<file path="config.mk">
export PLATFORM = sky130hd
export DESIGN_NAME = planar_pose_dead_reckoning
export DESIGN_NICKNAME = d
export VERILOG_FILES = /design/src/ppdr_pkg.sv /design/src/planar_pose_dead_reckoning.sv /design/src/ppdr_cordic.sv /design/src/ppdr_smul.sv
export VERILOG_INCLUDE_DIRS = /design/src /design/src/src
export SDC_FILE = /design/constraint.sdc
export NUM_CORES = 2
export LEC_CHECK = 0
export BUFFER_PORTS_ARGS = -buffer_cell sky130_fd_sc_hd__buf_2
export CORE_ASPECT_RATIO = 0.9
export CORE_MARGIN = 2
export CORE_UTILIZATION = 55
export DETAILED_ROUTE_END_ITERATION = 6
export PLACE_DENSITY = 0.72
export SKIP_CTS_REPAIR_TIMING = 1
export SYNTH_ARGS = -nofsm -noshare
export SYNTH_HDL_FRONTEND = slang
export SYNTH_SLANG_ARGS = --single-unit
export TNS_END_PERCENT = 20
</file>
<file path="constraint.sdc">
create_clock -name clk -period 12.1 [get_ports clk]
set_input_delay 1.21 -clock clk [delete_from_list [all_inputs] [get_ports clk]]
set_output_delay 1.21 -clock clk [all_outputs]
set_load 0.01 [all_outputs]
</file>
<file path="src/assert_macros.svh">
// Assertion macros shared by the RTL that carries checks.
// Depends on nothing; include by bare file name.
`ifndef ASSERT_MACROS_SVH
`define ASSERT_MACROS_SVH
// Hold: when the antecedent is seen, the consequent must hold in the same cycle.
`define PPDR_ASSERT_IMPL(lbl, clk, rst_n, ante, cons) \
  lbl: assert property (@(posedge clk) disable iff (!rst_n) (ante) |-> (cons)) \
    else $error("pose block check failed");
// Next: when the antecedent is seen, the consequent must hold in the following cycle.
`define PPDR_ASSERT_NEXT(lbl, clk, rst_n, ante, cons) \
  lbl: assert property (@(posedge clk) disable iff (!rst_n) (ante) |=> (cons)) \
    else $error("pose block sequencing check failed");
`endif

</file>
<file path="src/ppdr_pkg.sv">
// Package for the planar pose dead reckoning block: payload types, FSM states,
// CORDIC constants and small arithmetic helpers. Depends on nothing.
`timescale 1ns / 1ps
`default_nettype none
package ppdr_pkg;

  localparam int ANGLE_BITS_DEF      = 16;
  localparam int POSITION_BITS_DEF   = 32;
  localparam int TRIG_ITERATIONS_DEF = 16;

  localparam logic signed [33:0] CORDIC_START = 34'sd652032874;
  localparam logic signed [30:0] TURNS32_PER_RAD = 31'sd683565276;

  localparam logic OP_ADVANCE = 1'b0;
  localparam logic OP_LOAD    = 1'b1;

  typedef struct packed {
    logic               opcode;
    logic signed [15:0] forward_speed;
    logic signed [15:0] turn_rate;
    logic        [15:0] elapsed_time;
    logic signed [31:0] load_x;
    logic signed [31:0] load_y;
    logic        [15:0] load_heading;
  } in_t;

  typedef struct packed {
    logic signed [31:0] position_x;
    logic signed [31:0] position_y;
    logic        [15:0] heading_angle;
    logic signed [15:0] quat_z;
    logic signed [15:0] quat_w;
    logic signed [15:0] speed_out;
    logic signed [15:0] rate_out;
  } out_t;

  typedef enum logic [2:0] {
    ST_IDLE,
    ST_MUL1,
    ST_MUL2,
    ST_UPD,
    ST_CORD2,
    ST_FIN
  } state_t;

  // Control of a bit-serial multiplier.
  typedef struct packed {
    logic load;
    logic step;
  } mul_ctl_t;

  // Arctangent of 2^-i in units of 2^32 per turn.
  function automatic logic [31:0] atan_turns(input logic [4:0] idx);
    logic [31:0] v;
    case (idx)
      5'd0:  v = 32'h20000000;
      5'd1:  v = 32'h12E4051E;
      5'd2:  v = 32'h09FB385B;
      5'd3:  v = 32'h051111D4;
      5'd4:  v = 32'h028B0D43;
      5'd5:  v = 32'h0145D7E1;
      5'd6:  v = 32'h00A2F61E;
      5'd7:  v = 32'h00517C55;
      5'd8:  v = 32'h0028BE53;
      5'd9:  v = 32'h00145F2F;
      5'd10: v = 32'h000A2F98;
      5'd11: v = 32'h000517CC;
      5'd12: v = 32'h00028BE6;
      5'd13: v = 32'h000145F3;
      5'd14: v = 32'h0000A2FA;
      5'd15: v = 32'h0000517D;
      5'd16: v = 32'h000028BE;
      5'd17: v = 32'h0000145F;
      5'd18: v = 32'h00000A30;
      5'd19: v = 32'h00000518;
      5'd20: v = 32'h0000028C;
      5'd21: v = 32'h00000146;
      5'd22: v = 32'h000000A3;
      5'd23: v = 32'h00000051;
      default: v = 32'h0;
    endcase
    return v;
  endfunction

  // Round a Q3.30 value to Q1.14 and clamp to plus or minus one.
  function automatic logic signed [15:0] to_q14(input logic signed [33:0] v);
    logic signed [33:0] t;
    logic signed [17:0] r;
    logic signed [15:0] q;
    t = v + 34'sd32768;
    r = t[33:16];
    if (r > 18'sd16384) begin
      q = 16'sd16384;
    end else if (r < -18'sd16384) begin
      q = -16'sd16384;
    end else begin
      q = r[15:0];
    end
    return q;
  endfunction

endpackage
`default_nettype wire

</file>
<file path="src/planar_pose_dead_reckoning.sv">
// Planar pose dead reckoning (unicycle odometry), top level.
// Depends on ppdr_pkg, ppdr_cordic, ppdr_smul and assert_macros.svh.
//
// Usage:
//  - Input channel in_valid / in_stall / in_data carries one item per transfer.
//    Opcode load writes x, y and heading and gives no result.
//    Opcode advance moves the pose by speed*dt along the old heading, turns it
//    by rate*dt and gives one result on out_valid / out_stall / out_data.
//  - An advance forms speed*dt and rate*dt in 16 serial steps, overlapped with
//    the first CORDIC pass, then the position and heading increments in 32 serial
//    steps, then commits the pose in an update state, runs the half-angle
//    quaternion pass on the new heading and finally loads the result register.
//    The next item is taken only after the result has been loaded.
//  - in_stall is high while an advance is in flight; one item at a time.
//  - The result register parts the two sides: a new item is taken while an
//    earlier result still waits. If a finished result meets a full, stalled
//    output register, hold it until the receiver takes the old one.
//  - Reset (rst_n low, synchronous) clears the pose to zero and drops any
//    pending result.
`timescale 1ns / 1ps
`default_nettype none
`include "assert_macros.svh"
module planar_pose_dead_reckoning
  import ppdr_pkg::*;
#(
  parameter int ANGLE_BITS      = ANGLE_BITS_DEF,
  parameter int POSITION_BITS   = POSITION_BITS_DEF,
  parameter int TRIG_ITERATIONS = TRIG_ITERATIONS_DEF
) (
  input  wire logic clk,
  input  wire logic rst_n,
  input  wire logic in_valid,
  output logic      in_stall,
  input  wire in_t  in_data,
  output logic      out_valid,
  input  wire logic out_stall,
  output out_t      out_data
);

  localparam int AB = ANGLE_BITS;
  localparam int PB = POSITION_BITS;
  localparam int LW = (PB > 32) ? PB : 32;
  localparam int SH = 60 - AB;
  localparam logic [5:0] MUL1_STEPS = 6'd16;
  localparam logic [5:0] MUL2_STEPS = 6'd32;

  state_t state_r, state_nxt;
  logic [5:0] cnt_r, cnt_nxt;

  logic signed [PB-1:0] pos_x_r, pos_x_nxt, pos_y_r, pos_y_nxt;
  logic [AB-1:0]        head_r, head_nxt;
  logic signed [15:0]   speed_r, speed_nxt, rate_r, rate_nxt;
  logic                 out_valid_r, out_valid_nxt;
  out_t                 out_r, out_nxt;

  mul_ctl_t mul1_ctl, mul2_ctl;
  logic signed [32:0] dprod, rprod;
  logic signed [65:0] xprod, yprod;
  logic signed [63:0] hprod;

  logic               cor_start, cor_busy;
  logic        [31:0] cor_angle;
  logic signed [33:0] cor_cos, cor_sin;

  logic               in_xfer, out_xfer;
  logic signed [65:0] xr, yr;
  logic signed [63:0] hr;
  logic signed [PB:0] sum_x, sum_y;
  logic [AB-1:0]      head_new;
  logic signed [LW:0] lx, ly;
  logic signed [LW-1:0] ox, oy;

  function automatic logic signed [PB-1:0] sat_sum(input logic signed [PB:0] s);
    logic signed [PB-1:0] r;
    if (s[PB] != s[PB-1]) begin
      r = s[PB] ? {1'b1, {(PB-1){1'b0}}} : {1'b0, {(PB-1){1'b1}}};
    end else begin
      r = s[PB-1:0];
    end
    return r;
  endfunction

  function automatic logic signed [PB-1:0] sat_load(input logic signed [LW:0] v);
    logic signed [PB-1:0] r;
    if (v != (LW+1)'(signed'(v[PB-1:0]))) begin
      r = v[LW] ? {1'b1, {(PB-1){1'b0}}} : {1'b0, {(PB-1){1'b1}}};
    end else begin
      r = v[PB-1:0];
    end
    return r;
  endfunction

  // speed*dt and rate*dt
  ppdr_smul #(.MW(16), .AW(33), .PW(33)) u_mul_d (
    .clk(clk), .ctl(mul1_ctl), .mplier(in_data.forward_speed),
    .mcand(33'(signed'({1'b0, in_data.elapsed_time}))), .prod(dprod)
  );
  ppdr_smul #(.MW(16), .AW(33), .PW(33)) u_mul_r (
    .clk(clk), .ctl(mul1_ctl), .mplier(in_data.turn_rate),
    .mcand(33'(signed'({1'b0, in_data.elapsed_time}))), .prod(rprod)
  );
  // d*cos, d*sin and rate*dt*turns-per-radian
  ppdr_smul #(.MW(32), .AW(34), .PW(66)) u_mul_x (
    .clk(clk), .ctl(mul2_ctl), .mplier(dprod[31:0]), .mcand(cor_cos), .prod(xprod)
  );
  ppdr_smul #(.MW(32), .AW(34), .PW(66)) u_mul_y (
    .clk(clk), .ctl(mul2_ctl), .mplier(dprod[31:0]), .mcand(cor_sin), .prod(yprod)
  );
  ppdr_smul #(.MW(32), .AW(31), .PW(64)) u_mul_h (
    .clk(clk), .ctl(mul2_ctl), .mplier(rprod[31:0]), .mcand(TURNS32_PER_RAD),
    .prod(hprod)
  );

  ppdr_cordic #(.TRIG_ITERATIONS(TRIG_ITERATIONS)) u_cordic (
    .clk(clk), .rst_n(rst_n), .start(cor_start), .angle(cor_angle),
    .busy(cor_busy), .cos_o(cor_cos), .sin_o(cor_sin)
  );

  assign in_stall  = (state_r != ST_IDLE);
  assign in_xfer   = in_valid && !in_stall;
  assign out_xfer  = out_valid_r && !out_stall;
  assign out_valid = out_valid_r;
  assign out_data  = out_r;

  always_comb begin
    // round half up, then take the step
    xr       = xprod + (66'sd1 <<< 41);
    yr       = yprod + (66'sd1 <<< 41);
    hr       = hprod + (64'sd1 <<< (SH - 1));
    sum_x    = (PB+1)'(pos_x_r) + (PB+1)'(signed'(xr[65:42]));
    sum_y    = (PB+1)'(pos_y_r) + (PB+1)'(signed'(yr[65:42]));
    head_new = head_r + hr[SH+AB-1:SH];
    lx       = (LW+1)'(in_data.load_x);
    ly       = (LW+1)'(in_data.load_y);
    ox       = LW'(pos_x_r);
    oy       = LW'(pos_y_r);

    state_nxt     = state_r;
    cnt_nxt       = cnt_r;
    pos_x_nxt     = pos_x_r;
    pos_y_nxt     = pos_y_r;
    head_nxt      = head_r;
    speed_nxt     = speed_r;
    rate_nxt      = rate_r;
    out_nxt       = out_r;
    out_valid_nxt = out_valid_r && !out_xfer;
    mul1_ctl      = '0;
    mul2_ctl      = '0;
    cor_start     = 1'b0;
    cor_angle     = {head_r, {(32-AB){1'b0}}};

    case (state_r)
      ST_IDLE: begin
        if (in_xfer) begin
          if (in_data.opcode == OP_LOAD) begin
            pos_x_nxt = sat_load(lx);
            pos_y_nxt = sat_load(ly);
            head_nxt  = AB'({in_data.load_heading, 16'h0000} >> (32 - AB));
          end else begin
            mul1_ctl.load = 1'b1;
            cor_start     = 1'b1;
            speed_nxt     = in_data.forward_speed;
            rate_nxt      = in_data.turn_rate;
            cnt_nxt       = '0;
            state_nxt     = ST_MUL1;
          end
        end
      end
      ST_MUL1: begin
        if (cnt_r != MUL1_STEPS) begin
          mul1_ctl.step = 1'b1;
          cnt_nxt       = cnt_r + 1'b1;
        end else if (!cor_busy) begin
          mul2_ctl.load = 1'b1;
          cnt_nxt       = '0;
          state_nxt     = ST_MUL2;
        end
      end
      ST_MUL2: begin
        if (cnt_r != MUL2_STEPS) begin
          mul2_ctl.step = 1'b1;
          cnt_nxt       = cnt_r + 1'b1;
        end else begin
          state_nxt = ST_UPD;
        end
      end
      ST_UPD: begin
        // commit the pose and start the half-angle pass on the new heading
        pos_x_nxt = sat_sum(sum_x);
        pos_y_nxt = sat_sum(sum_y);
        head_nxt  = head_new;
        cor_start = 1'b1;
        cor_angle = {1'b0, head_new, {(31-AB){1'b0}}};
        state_nxt = ST_CORD2;
      end
      ST_CORD2: begin
        if (!cor_busy) begin
          state_nxt = ST_FIN;
        end
      end
      ST_FIN: begin
        if (!out_valid_r || !out_stall) begin
          out_nxt.position_x    = ox[31:0];
          out_nxt.position_y    = oy[31:0];
          out_nxt.heading_angle = cor_angle[31:16];
          out_nxt.quat_z        = to_q14(cor_sin);
          out_nxt.quat_w        = to_q14(cor_cos);
          out_nxt.speed_out     = speed_r;
          out_nxt.rate_out      = rate_r;
          out_valid_nxt         = 1'b1;
          state_nxt             = ST_IDLE;
        end
      end
      default: begin
        state_nxt = ST_IDLE;
      end
    endcase
  end

  always_ff @(posedge clk) begin
    if (!rst_n) begin
      state_r     <= ST_IDLE;
      cnt_r       <= '0;
      out_valid_r <= 1'b0;
      pos_x_r     <= '0;
      pos_y_r     <= '0;
      head_r      <= '0;
    end else begin
      state_r     <= state_nxt;
      cnt_r       <= cnt_nxt;
      out_valid_r <= out_valid_nxt;
      pos_x_r     <= pos_x_nxt;
      pos_y_r     <= pos_y_nxt;
      head_r      <= head_nxt;
    end
    speed_r <= speed_nxt;
    rate_r  <= rate_nxt;
    out_r   <= out_nxt;
  end

  // The first CORDIC pass must be finished before the second multiply.
  `PPDR_ASSERT_IMPL(a_cordic_done, clk, rst_n, state_r == ST_MUL2, !cor_busy)
  // A load transfer leaves the sequencer idle.
  `PPDR_ASSERT_NEXT(a_load_idle, clk, rst_n,
    in_xfer && in_data.opcode == OP_LOAD, state_r == ST_IDLE)
  // Advancing out of the final state always leaves a result waiting.
  `PPDR_ASSERT_NEXT(a_fin_result, clk, rst_n,
    state_r == ST_FIN && state_nxt == ST_IDLE, out_valid_r)

endmodule
`default_nettype wire

</file>
<file path="src/ppdr_cordic.sv">
// Iterative rotation-mode CORDIC, one micro-rotation per cycle.
// Depends on ppdr_pkg for the start vector and the arctangent table.
`timescale 1ns / 1ps
`default_nettype none
module ppdr_cordic
  import ppdr_pkg::*;
#(
  parameter int TRIG_ITERATIONS = TRIG_ITERATIONS_DEF
) (
  input  wire logic               clk,
  input  wire logic               rst_n,
  input  wire logic               start,
  input  wire logic        [31:0] angle,
  output logic                    busy,
  output logic signed [33:0]      cos_o,
  output logic signed [33:0]      sin_o
);

  localparam int IW = $clog2(TRIG_ITERATIONS);

  logic signed [33:0] x_r, x_nxt, y_r, y_nxt, z_r, z_nxt;
  logic [IW-1:0]      i_r, i_nxt;
  logic               busy_r, busy_nxt, flip_r, flip_nxt;
  logic signed [33:0] dx, dy, at;
  logic               flip_in;

  always_comb begin
    flip_in  = angle[31] ^ angle[30];
    dx       = y_r >>> i_r;
    dy       = x_r >>> i_r;
    at       = 34'(signed'({1'b0, atan_turns(5'(i_r))}));
    x_nxt    = x_r;
    y_nxt    = y_r;
    z_nxt    = z_r;
    i_nxt    = i_r;
    busy_nxt = busy_r;
    flip_nxt = flip_r;
    if (start) begin
      // fold the left half plane onto the right by a half turn
      flip_nxt = flip_in;
      z_nxt    = 34'(signed'({angle[31] ^ flip_in, angle[30:0]}));
      x_nxt    = CORDIC_START;
      y_nxt    = '0;
      i_nxt    = '0;
      busy_nxt = 1'b1;
    end else if (busy_r) begin
      if (!z_r[33]) begin
        x_nxt = x_r - dx;
        y_nxt = y_r + dy;
        z_nxt = z_r - at;
      end else begin
        x_nxt = x_r + dx;
        y_nxt = y_r - dy;
        z_nxt = z_r + at;
      end
      if (i_r == IW'(TRIG_ITERATIONS - 1)) begin
        busy_nxt = 1'b0;
      end else begin
        i_nxt = i_r + 1'b1;
      end
    end
  end

  always_ff @(posedge clk) begin
    if (!rst_n) begin
      busy_r <= 1'b0;
    end else begin
      busy_r <= busy_nxt;
    end
    x_r    <= x_nxt;
    y_r    <= y_nxt;
    z_r    <= z_nxt;
    i_r    <= i_nxt;
    flip_r <= flip_nxt;
  end

  assign busy  = busy_r;
  assign cos_o = flip_r ? -x_r : x_r;
  assign sin_o = flip_r ? -y_r : y_r;

endmodule
`default_nettype wire

</file>
<file path="src/ppdr_smul.sv">
// Bit-serial signed multiplier, multiplier bits taken MSB first, one per step.
// Depends on ppdr_pkg for the control struct.
`timescale 1ns / 1ps
`default_nettype none
module ppdr_smul
  import ppdr_pkg::*;
#(
  parameter int MW = 16,
  parameter int AW = 33,
  parameter int PW = 33
) (
  input  wire logic                 clk,
  input  wire mul_ctl_t             ctl,
  input  wire logic        [MW-1:0] mplier,
  input  wire logic signed [AW-1:0] mcand,
  output logic signed      [PW-1:0] prod
);

  logic [MW-1:0]        sr_r;
  logic signed [AW-1:0] m_r;
  logic signed [PW-1:0] acc_r, mext, term;
  logic                 first_r;

  always_comb begin
    mext = PW'(m_r);
    term = '0;
    if (sr_r[MW-1]) begin
      // the sign bit carries negative weight
      term = first_r ? -mext : mext;
    end
  end

  always_ff @(posedge clk) begin
    if (ctl.load) begin
      sr_r    <= mplier;
      m_r     <= mcand;
      acc_r   <= '0;
      first_r <= 1'b1;
    end else if (ctl.step) begin
      sr_r    <= {sr_r[MW-2:0], 1'b0};
      acc_r   <= (acc_r <<< 1) + term;
      first_r <= 1'b0;
    end
  end

  assign prod = acc_r;

endmodule
`default_nettype wire

</file>
==> results.tsv <==
metric	value	unit
postSynthCellCount	7545	
finalSetupViolCount	0	
port_buffers	278	
dp_slack	5240	ps
cts_buffers	93	
seqPwrFrac	0.243	
vdd_drop_max	298	uV
yosysWarnings	0	
relSlewSlack	0.187	
htreeDepth	3	
grt_pass1_vias	52300	
yosysSeqAreaShare	0.326	
drtIter0Drc	5456	
wl_per_cell	19.2	microns
grt_pass1_wl	280000	microns
io_pins	279	
clk_pin_slew	60	ps
max_slew.worst_pin.slew	1180	ps
routed-via-count	56700	
grt_setup_unrepaired	no	
hold_class	flop to flop	
ys_ff_latch	840	
yosys-top-cells-area	edfxtp_1, dfxtp_1, ha_1	
grt_max_degree	162	
start_util	0.554	
worstPathRequired	12730	ps
wl	176000	microns
postSynth.asyncResetShare	0	
startpoint_type	flop	
synth-edff-count	391	
post-route-period-util	0.578	
synth.largest_area_cell	edfxtp_1	
nets	8167	
synth.most_common_cell	nand2_1	
synth_commonest_cells	nand2_1, a21oi_1, nor2_1	
finClkSkew	54.7	ps
clockRootBuffer	clkbuf_16	
pwr-share-clk	0.152	
coreArea	0.115	sq mm
p_switching	0.00926	W
fin_crit	6990	ps
p_leak	28.6	nW
end_kind	flop	
firstDrtPassIters	6	
grt_overflow	0	
die_y	327	microns
hpwl	126000	microns
insertion_delay	730	ps
ctsLongestPathBuffers	3	
gr-usage-all-layers	0.286	
setup_slack	5110	ps
drv_slew	0	
drc	0	
hold_violations	0	
p_comb_frac	0.605	
crit_fanout	16	
yosysTopAreaCellShare	0.184	
cts_tree	yes	
critical_path_class	flop to flop	
final_layout_size_suffix_gt1_frac	0.0925	
die_area	0.118	sq mm
die_width	363	microns
cts_num_sinks	840	
status	finished clean	
fin_tns_setup	0	ps
antenna_found_initial	3	
num_rows	118	
netlist_area	0.0636	sq mm
fmax	143	MHz
worstPathArrival	7620	ps
synth_area_per_cell	8.44	sq um
maxCapViolations	0	
final_antenna_net_count	0	
intPower	0.0108	W
yosys_most_used_dff	dfxtp_1	
swShare	0.462	
power.density	289	mW/mm^2
syn_nets	8135	
gp_congestion	0.926	
synth_cell_types	107	
vias_per_cell	6.19	
area_growth	8.80	%
==> worst max-delay path, stage by stage (launching register included) <==
cell and delay (ps):
edfxtp_1 430, or4_1 580, or3_1 380, nand2b_1 210, nand2b_1 230, or4_1 650
or3_1 440, o21ai_1 910, a21boi_0 240, ha_1 470, nand2_1 70, o21ai_0 270
o41ai_1 120, o21ai_0 250, o21bai_1 80, a21bo_2 260, a21oi_1 140, nor4_1 530
o21ai_0 220, and3_1 220, o31ai_1 220
==> layout make-up <==
class | instances | area, sq um
Clock buffer | 123 | 2610
Tap cell | 1500 | 1880
Antenna cell | 1 | 2.50
Timing Repair Buffer | 345 | 1920
Multi-Input combinational cell | 6095 | 40600
Inverter | 202 | 768
Sequential cell | 840 | 20700
Clock inverter | 51 | 693
Fill cell | 10100 | 45600
==> registers in the layout, summed over array words and instances, names as in the netlist, 30 cells and up <==
signal	flops
u_mul_x.m_r	34
u_mul_d.prod	32
u_mul_h.prod	58
u_mul_r.prod	32
u_cordic.z_r	34
u_cordic.y_r	34
oy	32
u_cordic.at	30
u_mul_x.prod	66
u_mul_h.sr_r	32
u_mul_y.m_r	34
u_cordic.x_r	34
out_data	144
u_mul_y.prod	66
u_mul_y.sr_r	31
ox	32
==> per-layer routing <==
metal / track usage / part of all wire / up-vias / routed length [microns]
li1: - / - / 27500 / -
met1: 0.396 / 0.44 / 26900 / 78100
met2: 0.462 / 0.46 / 1980 / 80400
met3: 0.0400 / 0.066 / 326 / 11600
met4: 0.0925 / 0.033 / 0 / 5730
met5: 0 / 0 / - / 0
==> per-stage QoR <==
stage / total power, W / utilization / area (sq um) / hold WS [ps] / instances
2_1_floorplan: 0.0141 / - / 63600 / 400 / 7545
3_3_place_gp: 0.0165 / 0.574 / 66000 / 400 / 8982
3_5_place_dp: 0.0168 / 0.574 / 66000 / 405 / 8982
4_1_cts: 0.0199 / 0.603 / 69200 / 419 / 9156
5_1_grt: 0.0216 / 0.603 / 69300 / 422 / 9157
6_report: 0.0200 / 0.603 / 69300 / 418 / 9157
==> cells by family after synthesis <==
group,count (synthesis),synth area share
AOI/OAI and AO/OA,2121,0.211
xor gates and xnor gates,677,0.0935
adders and majority gates,463,0.0921
buffers and inverters,610,0.0372
DFF,840,0.326
muxes,204,0.0469
and+or+nand+nor,2630,0.194
==> final timing paths <==
kind                                     start               end  slack (ps)  cells after the start
worst max-delay path            u_mul_x.m_r[4]  u_mul_x.prod[63]        5110                     20
worst min-delay path                speed_r[3]      out_data[19]         420                      0
worst max register to register  u_mul_x.m_r[4]  u_mul_x.prod[63]        5110                     20
worst min register to register      speed_r[3]      out_data[19]         420                      0
==> layout by cell type (no fill, tap or decap), types with 50 or more instances in the layout <==
cell type / count
nand2_1: 1049
a21oi_1: 673
nor2_1: 542
o21ai_0: 463
ha_1: 446
dfxtp_1: 443
xnor2_1: 409
edfxtp_1: 391
buf_2: 278
xor2_1: 265
nand3_1: 214
a21o_1: 214
inv_1: 190
nor3_1: 132
and2_1: 124
mux2i_1: 108
clkbuf_16: 97
nand4_1: 83
a211oi_1: 82
a31oi_1: 82
nand2b_1: 79
mux4_2: 73
o21a_1: 73
and3_1: 67
buf_4: 65
o31ai_1: 64
or3_1: 59
a21boi_0: 59
o211ai_1: 51
o41ai_1: 50
==> power by group through the flow <==
stage / logic (W) / registers, W / clock network, W
floorplan: 0.00973 / 0.00441 / 0
finish: 0.0121 / 0.00486 / 0.00305
CTS: 0.0120 / 0.00483 / 0.00310
detailed placement: 0.0119 / 0.00488 / 0
global route: 0.0135 / 0.00494 / 0.00320
global placement: 0.0117 / 0.00485 / 0
Power figures use the tool's default switching activity.
